**config.mk**
```make
export PLATFORM = sky130hd
export DESIGN_NAME = dtc_div
export DESIGN_NICKNAME = d
export VERILOG_FILES = /design/src/rtl/core/dtc_pkg.sv /design/src/rtl/core/dtc_div.sv
export SDC_FILE = /design/constraint.sdc
export NUM_CORES = 1
export LEC_CHECK = 0
export CAP_MARGIN = 0
export CORE_UTILIZATION = 25
export DETAILED_ROUTE_END_ITERATION = 10
export DONT_BUFFER_PORTS = 1
export PLACE_DENSITY = 0.37
export RECOVER_POWER = 100
export SKIP_LAST_GASP = 1
export SYNTH_ARGS = -nofsm -noshare
export SYNTH_HDL_FRONTEND = slang
export SYNTH_SLANG_ARGS = --single-unit
```
**constraint.sdc**
```tcl
create_clock -name clk -period 6.1 [get_ports clk]
set_input_delay 0.305 -clock clk [delete_from_list [all_inputs] [get_ports clk]]
set_output_delay 0.305 -clock clk [all_outputs]
set_load 0.01 [all_outputs]
```
**src/rtl/core/dtc_pkg.sv**
```systemverilog
// Shared types and constants for the decimating trace capture block.
// Used by dtc_div, dtc_store and decimating_trace_capture; no dependencies.
package dtc_pkg;

	localparam int WORD_W    = 32;
	localparam int TICK_W    = 20;
	localparam int NUM_W     = TICK_W + 1;
	localparam int MASK_W    = 4;
	localparam int MAX_CH    = 4;
	localparam int CHSEL_W   = 2;
	localparam int OP_W      = 2;
	localparam int CFG_IDX_W = 1;

	typedef enum logic [OP_W-1:0] {
		OP_TICK   = 2'd0,
		OP_ARM    = 2'd1,
		OP_DISARM = 2'd2,
		OP_READ   = 2'd3
	} op_t;

	localparam logic [CFG_IDX_W-1:0] CFG_TICK_RATE = 1'd0;
	localparam logic [CFG_IDX_W-1:0] CFG_MASK      = 1'd1;

	localparam logic [TICK_W-1:0] TICK_RATE_RST = 20'd30000;
	localparam logic [MASK_W-1:0] MASK_RST      = 4'hF;

	typedef enum logic [2:0] {
		ST_IDLE,
		ST_EXEC,
		ST_DIV,
		ST_WRITE,
		ST_READ,
		ST_DONE
	} state_t;

endpackage

```
**src/rtl/core/dtc_div.sv**
```systemverilog
// Iterative restoring divider, one quotient bit per cycle.
// Depends on dtc_pkg for operand widths.
module dtc_div (
	input  logic                        clk,
	input  logic                        arst_n,
	input  logic                        start,
	input  logic [dtc_pkg::NUM_W-1:0]   num,
	input  logic [dtc_pkg::TICK_W-1:0]  den,
	output logic                        done,
	output logic [dtc_pkg::NUM_W-1:0]   quo
);

	localparam int NW = dtc_pkg::NUM_W;
	localparam int DW = dtc_pkg::TICK_W;
	localparam int CNT_W = $clog2(NW + 1);

	logic             busy_q;
	logic             done_q;
	logic [CNT_W-1:0] cnt_q;
	logic [DW-1:0]    rem_q;
	logic [DW-1:0]    den_q;
	logic [NW-1:0]    quo_q;

	logic [DW:0]      rem_sh;
	logic [DW+1:0]    diff;
	logic             fits;

	assign rem_sh = {rem_q, quo_q[NW-1]};
	assign diff   = {1'b0, rem_sh} - {2'b00, den_q};
	assign fits   = !diff[DW+1];

	always_ff @(posedge clk or negedge arst_n) begin
		if (!arst_n) begin
			busy_q <= 1'b0;
			done_q <= 1'b0;
			cnt_q  <= '0;
		end else begin
			done_q <= 1'b0;
			if (start) begin
				busy_q <= 1'b1;
				cnt_q  <= CNT_W'(NW);
			end else if (busy_q) begin
				cnt_q <= cnt_q - CNT_W'(1);
				if (cnt_q == CNT_W'(1)) begin
					busy_q <= 1'b0;
					done_q <= 1'b1;
				end
			end
		end
	end

	// shift the numerator out while the quotient bits shift in
	always_ff @(posedge clk) begin
		if (start) begin
			quo_q <= num;
			rem_q <= '0;
			den_q <= den;
		end else if (busy_q) begin
			rem_q <= fits ? diff[DW-1:0] : rem_sh[DW-1:0];
			quo_q <= {quo_q[NW-2:0], fits};
		end
	end

	assign done = done_q;
	assign quo  = quo_q;

endmodule

```
## Yosys cells after proc, flatten, opt, wreduce, memory -nomap -nowiden

Cells that the tools add are included.

| storage, ports and cells | value |
|---|---|
| word-level logic and storage cells | 22 |
| bits in registers | 68 |
| output and inout port bits | 22 |
| bits of input ports | 44 |

| cells by class | value |
|---|---|
| multiplexer cells | 11 |
| reduce and logical (&&, ||, !) cells | 2 |
| equal/unequal tests | 1 |
| $add $sub $neg | 2 |

Operator list:

| cell | count |
|---|---|
| 21-bit two-way mux | 2 |
| 21-bit by 20-bit subtractor with 22-bit output | 1 |
| 20-bit two-way mux | 1 |
| 5-bit two-way mux | 2 |
| 1-bit two-way mux | 6 |
| 5-bit by 1-bit equality test with 1-bit output, second input constant | 1 |
| 5-bit by 1-bit subtractor with 5-bit output, second input constant | 1 |
| 2-bit nonzero test | 1 |
| 1-bit logical NOT | 1 |

## Depth between registers and ports, before layout

Gate-level depths: netlist (run 1).

| logic depth | value |
|---|---|
| depth in word-level cells | 4 |
| mapped depth | 12 |
| gate-level depth less buffers | 10 |

## Worst setup path before layout (run 1)

OpenSTA, ideal clock, no wires.

| timing | value |
|---|---|
| path type | flip-flop to flip-flop |
| from | register den_q[14] |
| to | register quo_q[0] (netlist: quo[0]), data pin |
| clock period less this slack | 2419 ps |
| cell stages (with the launch flop) | 11 |
| arrival | 2159 ps |
| required time | 5840 ps |
| slack | 3681 ps |
| buffers on the path | 2 |
| cells stage by stage | edfxtp_1 > inv_1 > ha_1 > a21oi_2 > o21ai_1 > a221o_1 > a211o_1 > a21o_1 > buf_6 > buf_6 > mux2_2 |

| on the way | value |
|---|---|
| longest elaborated chain between the ends | 4 |

RTL lines:

| element | line | RTL |
|---|---|---|
| start, declared | dtc_div.sv:21 | `logic [DW-1:0] den_q;` |
| start signal, assigned | dtc_div.sv:57 | `den_q <= den;` |
| 21-bit by 20-bit subtractor with 22-bit output | dtc_div.sv:29 | `assign diff = {1'b0, rem_sh} - {2'b00, den_q};` |
| 1-bit logical NOT | dtc_div.sv:30 | `assign fits = !diff[DW+1];` |
| 21-bit two-way mux | dtc_div.sv:58 | `end else if (busy_q) begin` |
| 21-bit two-way mux | dtc_div.sv:54 | `if (start) begin` |
| end signal, assigned | dtc_div.sv:55 | `quo_q <= num;` |
| end signal, assigned | dtc_div.sv:60 | `quo_q <= {quo_q[NW-2:0], fits};` |
| end, declared | dtc_div.sv:22 | `logic [NW-1:0] quo_q;` |

Every way passes these cells. The select of a mux whose other input is x is not followed.
A chain may end at the register's enable or synchronous reset.

## Worst setup path in the final report (run 1)

| timing | value |
|---|---|
| from | register quo_q[20] (netlist: quo[20]) |
| to | register rem_q[10] |

| on the way | value |
|---|---|
| longest elaborated chain between the ends | 2 |

RTL lines:

| element | line | RTL |
|---|---|---|
| 21-bit by 20-bit subtractor with 22-bit output | dtc_div.sv:29 |  |
| 20-bit two-way mux | dtc_div.sv:59 | `rem_q <= fits ? diff[DW-1:0] : rem_sh[DW-1:0];` |
| end signal, assigned | dtc_div.sv:59 |  |
| end, declared | dtc_div.sv:20 | `logic [DW-1:0] rem_q;` |

Every way passes these cells.

==> results of run 1 <==
per-layer routing:
layer	vias up	global-route usage (%)	wire length, um
met5	-	0	0
met4	0	4.89	148
met2	66	18.5	3740
met3	9	4.97	617
met1	1155	14.8	4090
li1	1269	-	-
power breakdown:
part | leakage, uW | switching [uW] | internal (uW) | total, uW
clock network | 0.000122 | 220 | 276 | 496
logic | 0.000853 | 287 | 237 | 524
registers | 0.000661 | 60.2 | 566 | 626
total | 0.00164 | 567 | 1080 | 1650
area by class of cell:
cell class / count / area share (%)
Multi-Input combinational cell: 239 / 42.9
Sequential cell: 68 / 42.4
Tap cell: 184 / 5.41
Clock buffer: 9 / 5.29
Inverter: 27 / 2.38
Clock inverter: 7 / 1.20
Timing Repair Buffer: 3 / 0.411
Yosys cell counts (3+ instances only):
master                      n
sky130_fd_sc_hd__a21o_1     4
sky130_fd_sc_hd__inv_1     27
sky130_fd_sc_hd__nor2b_1    3
sky130_fd_sc_hd__o21ai_1    7
sky130_fd_sc_hd__xnor2_1   11
sky130_fd_sc_hd__dfrtp_1    7
sky130_fd_sc_hd__nand2b_1   6
sky130_fd_sc_hd__buf_6      3
sky130_fd_sc_hd__o211ai_1   4
sky130_fd_sc_hd__a211oi_1  10
sky130_fd_sc_hd__o31ai_2    3
sky130_fd_sc_hd__xor2_1     8
sky130_fd_sc_hd__nand2_1   23
sky130_fd_sc_hd__nand3_1    4
sky130_fd_sc_hd__clkbuf_1   7
sky130_fd_sc_hd__dfxtp_1   20
sky130_fd_sc_hd__mux2_2    21
sky130_fd_sc_hd__edfxtp_1  41
sky130_fd_sc_hd__nor2_1    28
sky130_fd_sc_hd__ha_1      22
sky130_fd_sc_hd__o21ai_0    9
sky130_fd_sc_hd__buf_1      4
sky130_fd_sc_hd__mux2i_1   15
sky130_fd_sc_hd__a21oi_1   15
sky130_fd_sc_hd__buf_2      3
cell families (layout without fill, tap and decap cells):
| logic type | Yosys count | after routing |
|---|---|---|
| adders and majority gates | 23 | 23 |
| buffers and inverters | 44 | 46 |
| and+or+nand+nor | 83 | 83 |
| xor gates and xnor gates | 19 | 19 |
| AOI/OAI and AO/OA | 78 | 78 |
| DFF | 68 | 68 |
| muxes | 36 | 36 |
critical path: cells and delay by family, from the launching register on:
kind | cells | cell delay, ns
AOI/OAI and AO/OA | 5 | 1.93
buffers and inverters | 2 | 0.79
adders and majority gates | 1 | 0.23
and+or+nand+nor | 2 | 0.33
DFF | 1 | 0.42
registers in the layout, summed over array words and instances, names as in the netlist:
| register | flops |
|---|---|
| cnt_q | 5 |
| rem_q | 20 |
| busy_q | 1 |
| quo | 21 |
| done | 1 |
| den_q | 20 |
path summary, 6_finish.rpt:
path                            cells past startpoint  slack (ns)       from   endpoint
worst max-delay path                               10        2.30    quo[20]  rem_q[10]
worst min register to register                      2        0.48  rem_q[12]  rem_q[12]
worst min-delay path                                1        0.03      start   cnt_q[1]
min in group asynchronous                           1        0.31     arst_n   cnt_q[1]
worst max register to register                     10        2.30    quo[20]  rem_q[10]
max in group asynchronous                           1        5.53     arst_n     busy_q
through the flow:
step                      instance area [sq um]  hold slack [ns]  setup slack (ns)  total power [uW]  util, %
after global routing                       4260           0.0177              1.85              1770     28.9
after CTS                                  4290           0.0109              2.92              1690     29.0
after detailed placement                   4000          0.00960              2.93              1180     27.1
final                                      4260           0.0339              2.30              1650     28.9
after floorplan                            3840          0.00941              3.68              1080        -
after global placement                     4000          0.00964              3.09              1180     27.1
repair_timing:
action,4_1_cts,5_1_grt
gates resized for setup,0,0
endpoints found under the hold margin,7,0
hold buffers,1,0
==> impl_metrics.xml, run 1 <==
<?xml version="1.0" encoding="UTF-8"?>
<metrics>
  <group name="power">
    <metric name="p_leak" unit="uW">0.00164</metric>
    <metric name="power_density" unit="mW/mm^2">387</metric>
    <metric name="power.ir.vdd_worst" unit="uV">167</metric>
  </group>
  <group name="clock_network">
    <metric name="cts_num_sinks" unit="">68</metric>
    <metric name="clk_path_buf_depth" unit="">2</metric>
    <metric name="cts_tree" unit="">yes</metric>
    <metric name="cts.clk_slew.worst_paths" unit="ns">0.06</metric>
    <metric name="clock_tree.root_cell" unit="">sky130_fd_sc_hd__clkbuf_16</metric>
    <metric name="cts-htree-levels" unit="">3</metric>
    <metric name="cts_made_buffers" unit="">9</metric>
    <metric name="cts_post_setup_buffers_inserted" unit="">0</metric>
    <metric name="clkLatencyLatePin" unit="ns">0.35</metric>
  </group>
  <group name="layout">
    <metric name="layout_commonest_cell" unit="">sky130_fd_sc_hd__edfxtp_1</metric>
    <metric name="layout.area.seq" unit="sq mm">0.00181</metric>
    <metric name="diodes" unit="">0</metric>
    <metric name="final_net_count" unit="">415</metric>
    <metric name="commonest_cells_after_routing_fill_and_taps_aside" unit="">sky130_fd_sc_hd__edfxtp_1, sky130_fd_sc_hd__nor2_1, sky130_fd_sc_hd__inv_1</metric>
    <metric name="area.growth.synth_to_final" unit="%">10.8</metric>
    <metric name="multi_input_comb_area" unit="sq mm">0.00183</metric>
    <metric name="instances_no_fill" unit="">537</metric>
    <metric name="layout-drive-gt1-share" unit="%">13.3</metric>
    <metric name="final.fill_count" unit="">1540</metric>
  </group>
  <group name="yosys">
    <metric name="synth_top_family_by_area" unit="">compound AO/OA/AOI/OAI gates</metric>
    <metric name="synth_largest_type_area_fraction" unit="%">32.0</metric>
    <metric name="ys_dominant_reg_cell" unit="">sky130_fd_sc_hd__edfxtp_1</metric>
    <metric name="synthAdderAreaFrac" unit="%">7.68</metric>
    <metric name="muxShareOfSynthArea" unit="%">10.1</metric>
    <metric name="postSynthAreaPerCell" unit="sq um">11.0</metric>
    <metric name="synth.cell_area" unit="sq mm">0.00384</metric>
    <metric name="synth-seq-cells" unit="">68</metric>
    <metric name="synth.largest_area_cell" unit="">sky130_fd_sc_hd__edfxtp_1</metric>
    <metric name="seq_area_frac_synth" unit="%">47.0</metric>
    <metric name="number_of_flops_mapped_to_enable_cells_by_yosys" unit="">41</metric>
    <metric name="netlist_top_cells_area" unit="">sky130_fd_sc_hd__edfxtp_1, sky130_fd_sc_hd__dfxtp_1, sky130_fd_sc_hd__ha_1</metric>
    <metric name="netlist_instances" unit="">351</metric>
    <metric name="yosysWarningCount" unit="">0</metric>
    <metric name="post_synth_and_or_nand_nor_area_fraction" unit="%">10.7</metric>
    <metric name="synth_compound_gate_area_share" unit="%">15.3</metric>
    <metric name="synth-async-reset-ratio" unit="%">10.3</metric>
    <metric name="synthDistinctLibCells" unit="">60</metric>
    <metric name="synth_xor_xnor_area_share" unit="%">4.33</metric>
    <metric name="post_synthesis_net_count" unit="">418</metric>
  </group>
  <group name="detailed_routing">
    <metric name="antenna_left" unit="">0</metric>
    <metric name="drt-pass1-iter-count" unit="">4</metric>
    <metric name="routed_wl" unit="um">8590</metric>
    <metric name="dr_total_vias" unit="">2499</metric>
    <metric name="drt-initial-drc-count" unit="">110</metric>
    <metric name="route.detailed.drc" unit="">0</metric>
    <metric name="routed_wire_per_std_cell" unit="um">16.0</metric>
    <metric name="route.detailed.vias_per_inst" unit="">4.65</metric>
  </group>
  <group name="worst_setup_path">
    <metric name="worst_ep_required_time" unit="ns">6.35</metric>
    <metric name="critical_path.cell_chain" unit="">inv_1 -&gt; ha_1 -&gt; nand2b_1 -&gt; a211oi_1 -&gt; o21ai_0 -&gt; a31oi_1 -&gt; a21o_1 -&gt; clkbuf_1 -&gt; nor2_1 -&gt; a2111oi_4</metric>
    <metric name="cp_data_arrival_time" unit="ns">4.05</metric>
    <metric name="critical_path_peak_fanout" unit="">15</metric>
    <metric name="critical_path.startpoint_type" unit="">flip-flop</metric>
    <metric name="slowest_stage" unit="">sky130_fd_sc_hd__clkbuf_1</metric>
    <metric name="worstSetupEndpointType" unit="">flip-flop</metric>
    <metric name="setup.worst_path.class" unit="">reg -&gt; reg</metric>
    <metric name="critical_path.max_stage_delay" unit="ns">0.71</metric>
  </group>
  <group name="timing">
    <metric name="hold_vio_cnt_final" unit="">0</metric>
    <metric name="min_period" unit="ns">3.80</metric>
    <metric name="timing_worst_slew_pin_value" unit="ns">1.35</metric>
    <metric name="fmax" unit="MHz">263</metric>
    <metric name="slew_violations" unit="">0</metric>
    <metric name="rsz_0062_raised_after_global_routing" unit="">no</metric>
    <metric name="timing.max_slew.rel_slack" unit="%">10.2</metric>
    <metric name="setup-tns-final" unit="ns">0</metric>
    <metric name="final_setup_violation_count" unit="">0</metric>
    <metric name="finalClockSkew" unit="ns">0.0100</metric>
    <metric name="fin_crit_sh" unit="%">62.4</metric>
  </group>
  <group name="floorplanning">
    <metric name="core" unit="sq mm">0.0148</metric>
    <metric name="floorplan.die_area" unit="sq mm">0.0159</metric>
    <metric name="rows" unit="">44</metric>
    <metric name="start_util" unit="%">26.1</metric>
    <metric name="floorplan.die.width" unit="um">126</metric>
    <metric name="floorplan.io_pins" unit="">66</metric>
    <metric name="floorplan.die.height" unit="um">126</metric>
  </group>
  <group name="place">
    <metric name="place.gp.congestion" unit="">0.722</metric>
    <metric name="post-dp-hpwl" unit="um">5810</metric>
    <metric name="post_placement_cell_count" unit="">520</metric>
    <metric name="buffer_ports.inserted" unit="">0</metric>
  </group>
  <group name="flow_run">
    <metric name="max-cap-violations" unit="">0</metric>
  </group>
  <group name="outcome">
    <metric name="status" unit="">complete, no violations</metric>
  </group>
  <group name="grt">
    <metric name="grt_pass1_vias" unit="">2762</metric>
    <metric name="groute.usage.overall" unit="%">12.0</metric>
    <metric name="grt.overflow.total" unit="">0</metric>
    <metric name="antenna_found_initial" unit="">0</metric>
    <metric name="grt_start_max_net_pins" unit="">61</metric>
    <metric name="grt_first_pass_wirelength" unit="um">14500</metric>
  </group>
  <group name="worst_hold_path">
    <metric name="holdCritPathClass" unit="">in -&gt; reg</metric>
  </group>
</metrics>
Note: power is estimated with default switching activity, not from simulation.
==> run 2: changes to the inputs <==
--- a/config.mk
+++ b/config.mk
@@ -9,7 +9,7 @@
 export CORE_UTILIZATION = 25
 export DETAILED_ROUTE_END_ITERATION = 10
 export DONT_BUFFER_PORTS = 1
-export PLACE_DENSITY = 0.37
+export PLACE_DENSITY = 0.39
 export RECOVER_POWER = 100
 export SKIP_LAST_GASP = 1
 export SYNTH_ARGS = -nofsm -noshare
==> constraint.sdc (replaced) <==
create_clock -name clk -period 3.2 [get_ports clk]
set_input_delay 0.16 -clock clk [delete_from_list [all_inputs] [get_ports clk]]
set_output_delay 0.16 -clock clk [all_outputs]
set_load 0.01 [all_outputs]
==> impl_metrics.xml, run 2 (synthesis results as in run 1) <==
<?xml version="1.0" encoding="UTF-8"?>
<metrics>
  <group name="clock_network">
    <metric name="clock_tree.root_cell" unit="">sky130_fd_sc_hd__clkbuf_16</metric>
    <metric name="cts_repair_resize_count" unit="">0</metric>
    <metric name="cts_num_sinks" unit="">68</metric>
    <metric name="cts_post_setup_buffers_inserted" unit="">0</metric>
    <metric name="cts_tree" unit="">yes</metric>
    <metric name="cts_made_buffers" unit="">9</metric>
    <metric name="cts.clk_slew.worst_paths" unit="ns">0.06</metric>
    <metric name="cts-htree-levels" unit="">3</metric>
    <metric name="clk_path_buf_depth" unit="">2</metric>
    <metric name="clkLatencyLatePin" unit="ns">0.35</metric>
  </group>
  <group name="worst_setup_path">
    <metric name="worstSetupEndpointType" unit="">flip-flop</metric>
    <metric name="slowest_stage" unit="">sky130_fd_sc_hd__edfxtp_1</metric>
    <metric name="critical_path.cell_chain" unit="">inv_1 -&gt; ha_1 -&gt; a21oi_1 -&gt; nand2_1 -&gt; o21ai_1 -&gt; a31oi_4 -&gt; a21o_1 -&gt; clkbuf_2 -&gt; nor4b_1 -&gt; a211o_1</metric>
    <metric name="critical_path.max_stage_delay" unit="ns">0.37</metric>
    <metric name="critical_path_peak_fanout" unit="">10</metric>
    <metric name="reg2reg_setup_slack" unit="ns">0.36</metric>
    <metric name="cp_data_arrival_time" unit="ns">3.07</metric>
    <metric name="setup.worst_path.class" unit="">reg -&gt; reg</metric>
    <metric name="worst_ep_required_time" unit="ns">3.44</metric>
    <metric name="critical_path.startpoint_type" unit="">flip-flop</metric>
  </group>
  <group name="timing">
    <metric name="finalClockSkew" unit="ns">0.0113</metric>
    <metric name="timing_worst_slew_pin_value" unit="ns">1.96</metric>
    <metric name="fmax" unit="MHz">353</metric>
    <metric name="fin_crit_sh" unit="%">88.6</metric>
    <metric name="rsz_0062_raised_after_global_routing" unit="">no</metric>
    <metric name="final_setup_violation_count" unit="">0</metric>
    <metric name="slew_violations" unit="">35</metric>
    <metric name="hold_vio_cnt_final" unit="">0</metric>
    <metric name="setup-tns-final" unit="ns">0</metric>
    <metric name="timing.hold.ws" unit="ns">0.0284</metric>
    <metric name="timing.max_slew.rel_slack" unit="%">-30.9</metric>
    <metric name="min_period" unit="ns">2.84</metric>
  </group>
  <group name="layout">
    <metric name="largest_reg_flops" unit="">21</metric>
    <metric name="diodes" unit="">0</metric>
    <metric name="finalCoreUtilization" unit="%">30.4</metric>
    <metric name="final_net_count" unit="">439</metric>
    <metric name="design_area" unit="sq mm">0.00449</metric>
    <metric name="commonest_cells_after_routing_fill_and_taps_aside" unit="">sky130_fd_sc_hd__edfxtp_1, sky130_fd_sc_hd__nor2_1, sky130_fd_sc_hd__inv_1</metric>
    <metric name="layout-drive-gt1-share" unit="%">13.5</metric>
    <metric name="area.growth.synth_to_final" unit="%">16.7</metric>
    <metric name="layout_commonest_cell" unit="">sky130_fd_sc_hd__edfxtp_1</metric>
  </group>
  <group name="detailed_routing">
    <metric name="drt-initial-drc-count" unit="">130</metric>
    <metric name="routed_wire_per_std_cell" unit="um">15.6</metric>
    <metric name="route.detailed.vias_per_inst" unit="">4.75</metric>
    <metric name="antenna_left" unit="">0</metric>
    <metric name="dr_total_vias" unit="">2667</metric>
    <metric name="routed_wl" unit="um">8740</metric>
    <metric name="drt-pass1-iter-count" unit="">4</metric>
    <metric name="route.detailed.drc" unit="">0</metric>
  </group>
  <group name="grt">
    <metric name="groute.usage.overall" unit="%">11.9</metric>
    <metric name="grt_first_pass_wirelength" unit="um">14400</metric>
    <metric name="grt_pass1_vias" unit="">2757</metric>
    <metric name="grt.overflow.total" unit="">0</metric>
    <metric name="grt_start_max_net_pins" unit="">35</metric>
    <metric name="antenna_found_initial" unit="">0</metric>
  </group>
  <group name="place">
    <metric name="placed_cell_area" unit="sq mm">0.00402</metric>
    <metric name="place.gp.congestion" unit="">0.745</metric>
    <metric name="buffer_ports.inserted" unit="">0</metric>
    <metric name="post-dp-hpwl" unit="um">5870</metric>
  </group>
  <group name="power">
    <metric name="power.ir.vdd_worst" unit="uV">291</metric>
    <metric name="power.clock.fraction" unit="%">30.3</metric>
    <metric name="power_switching" unit="uW">1110</metric>
    <metric name="power.combinational.fraction" unit="%">32.2</metric>
    <metric name="p_leak" unit="uW">0.00174</metric>
    <metric name="power_density" unit="mW/mm^2">711</metric>
    <metric name="pwr-share-seq" unit="%">37.5</metric>
    <metric name="internal_power" unit="uW">2080</metric>
    <metric name="swShare" unit="%">34.8</metric>
  </group>
  <group name="floorplanning">
    <metric name="floorplan.io_pins" unit="">66</metric>
    <metric name="floorplan.die.height" unit="um">126</metric>
    <metric name="floorplan.die.width" unit="um">126</metric>
    <metric name="rows" unit="">44</metric>
    <metric name="floorplan.die_area" unit="sq mm">0.0159</metric>
    <metric name="core" unit="sq mm">0.0148</metric>
    <metric name="start_util" unit="%">26.1</metric>
  </group>
  <group name="outcome">
    <metric name="status" unit="">complete, but fails checks</metric>
    <metric name="violated_checks" unit="">max-capacitance violations, max-slew violations</metric>
  </group>
  <group name="flow_run">
    <metric name="max-cap-violations" unit="">1</metric>
  </group>
  <group name="worst_hold_path">
    <metric name="holdCritPathClass" unit="">in -&gt; reg</metric>
  </group>
</metrics>
run 2: changes by cell type in the layout (fill, tap and decap cells not counted), moves of 2 or more:
cell / before / now
sky130_fd_sc_hd__clkinvlp_4: 4 / 2
sky130_fd_sc_hd__o21ai_0: 15 / 13
sky130_fd_sc_hd__o21ai_1: 1 / 3
sky130_fd_sc_hd__dlygate4sd3_1: 1 / 21
sky130_fd_sc_hd__clkinv_4: 0 / 2
sky130_fd_sc_hd__clkbuf_1: 2 / 4
run 2: through the flow:
stage	power, uW	worst slack [ns]	cells
2_1_floorplan	2060	0.781	351
3_3_place_gp	2240	0.441	523
3_5_place_dp	2240	0.432	523
4_1_cts	3270	0.414	561
5_1_grt	3420	0.127	561
6_report	3190	0.364	561
run 2: worst paths after layout:
kind,from,end,depth (start not counted)
max in group asynchronous,arst_n,busy_q,1
hold reg to reg,rem_q[13],rem_q[13],2
hold / removal,num[11],quo[11],1
setup / recovery,den_q[4],rem_q[18],10
setup reg to reg,den_q[4],rem_q[18],10
min in group asynchronous,arst_n,cnt_q[3],1
run 2: layout make-up:
class,instances,area [sq um]
Sequential cell,68,1810
Timing Repair Buffer,27,238
Clock buffer,9,225
Fill cell,1556,10300
Inverter,27,101
Tap cell,184,230
Clock inverter,7,58.8
Multi-Input combinational cell,239,1830
run 2: routing by layer:
metal  GRT usage (%)  vias up  share of wire (%)
met4            6.02        0                2.7
met2            18.2       81                 43
met5               0        -                  0
li1                -     1316                  -
met1            14.3     1255                 47
met3            4.89       15                7.0
run 2: critical path, delay by kind of cell, from the launching register on:
family,cells,cell delay [ns]
flip-flops,1,0.37
AND/OR/NAND/NOR,2,0.29
AO/OA/AOI/OAI,5,1.46
buffers and inverters,2,0.34
adder cells (fa/ha/maj),1,0.26
run 2: what timing repair did:
item	CTS	global route
setup endpoints to repair	0	0
endpoints found under the hold margin	61	0
hold buffers	22	0
run 2: power groups by stage:
stage | clock [uW] | combinational [uW] | sequential, uW
detailed placement | 0 | 1030 | 1210
global route | 1040 | 1160 | 1220
CTS | 1010 | 1060 | 1200
floorplan | 0 | 884 | 1180
finish | 967 | 1030 | 1200
global placement | 0 | 1030 | 1220
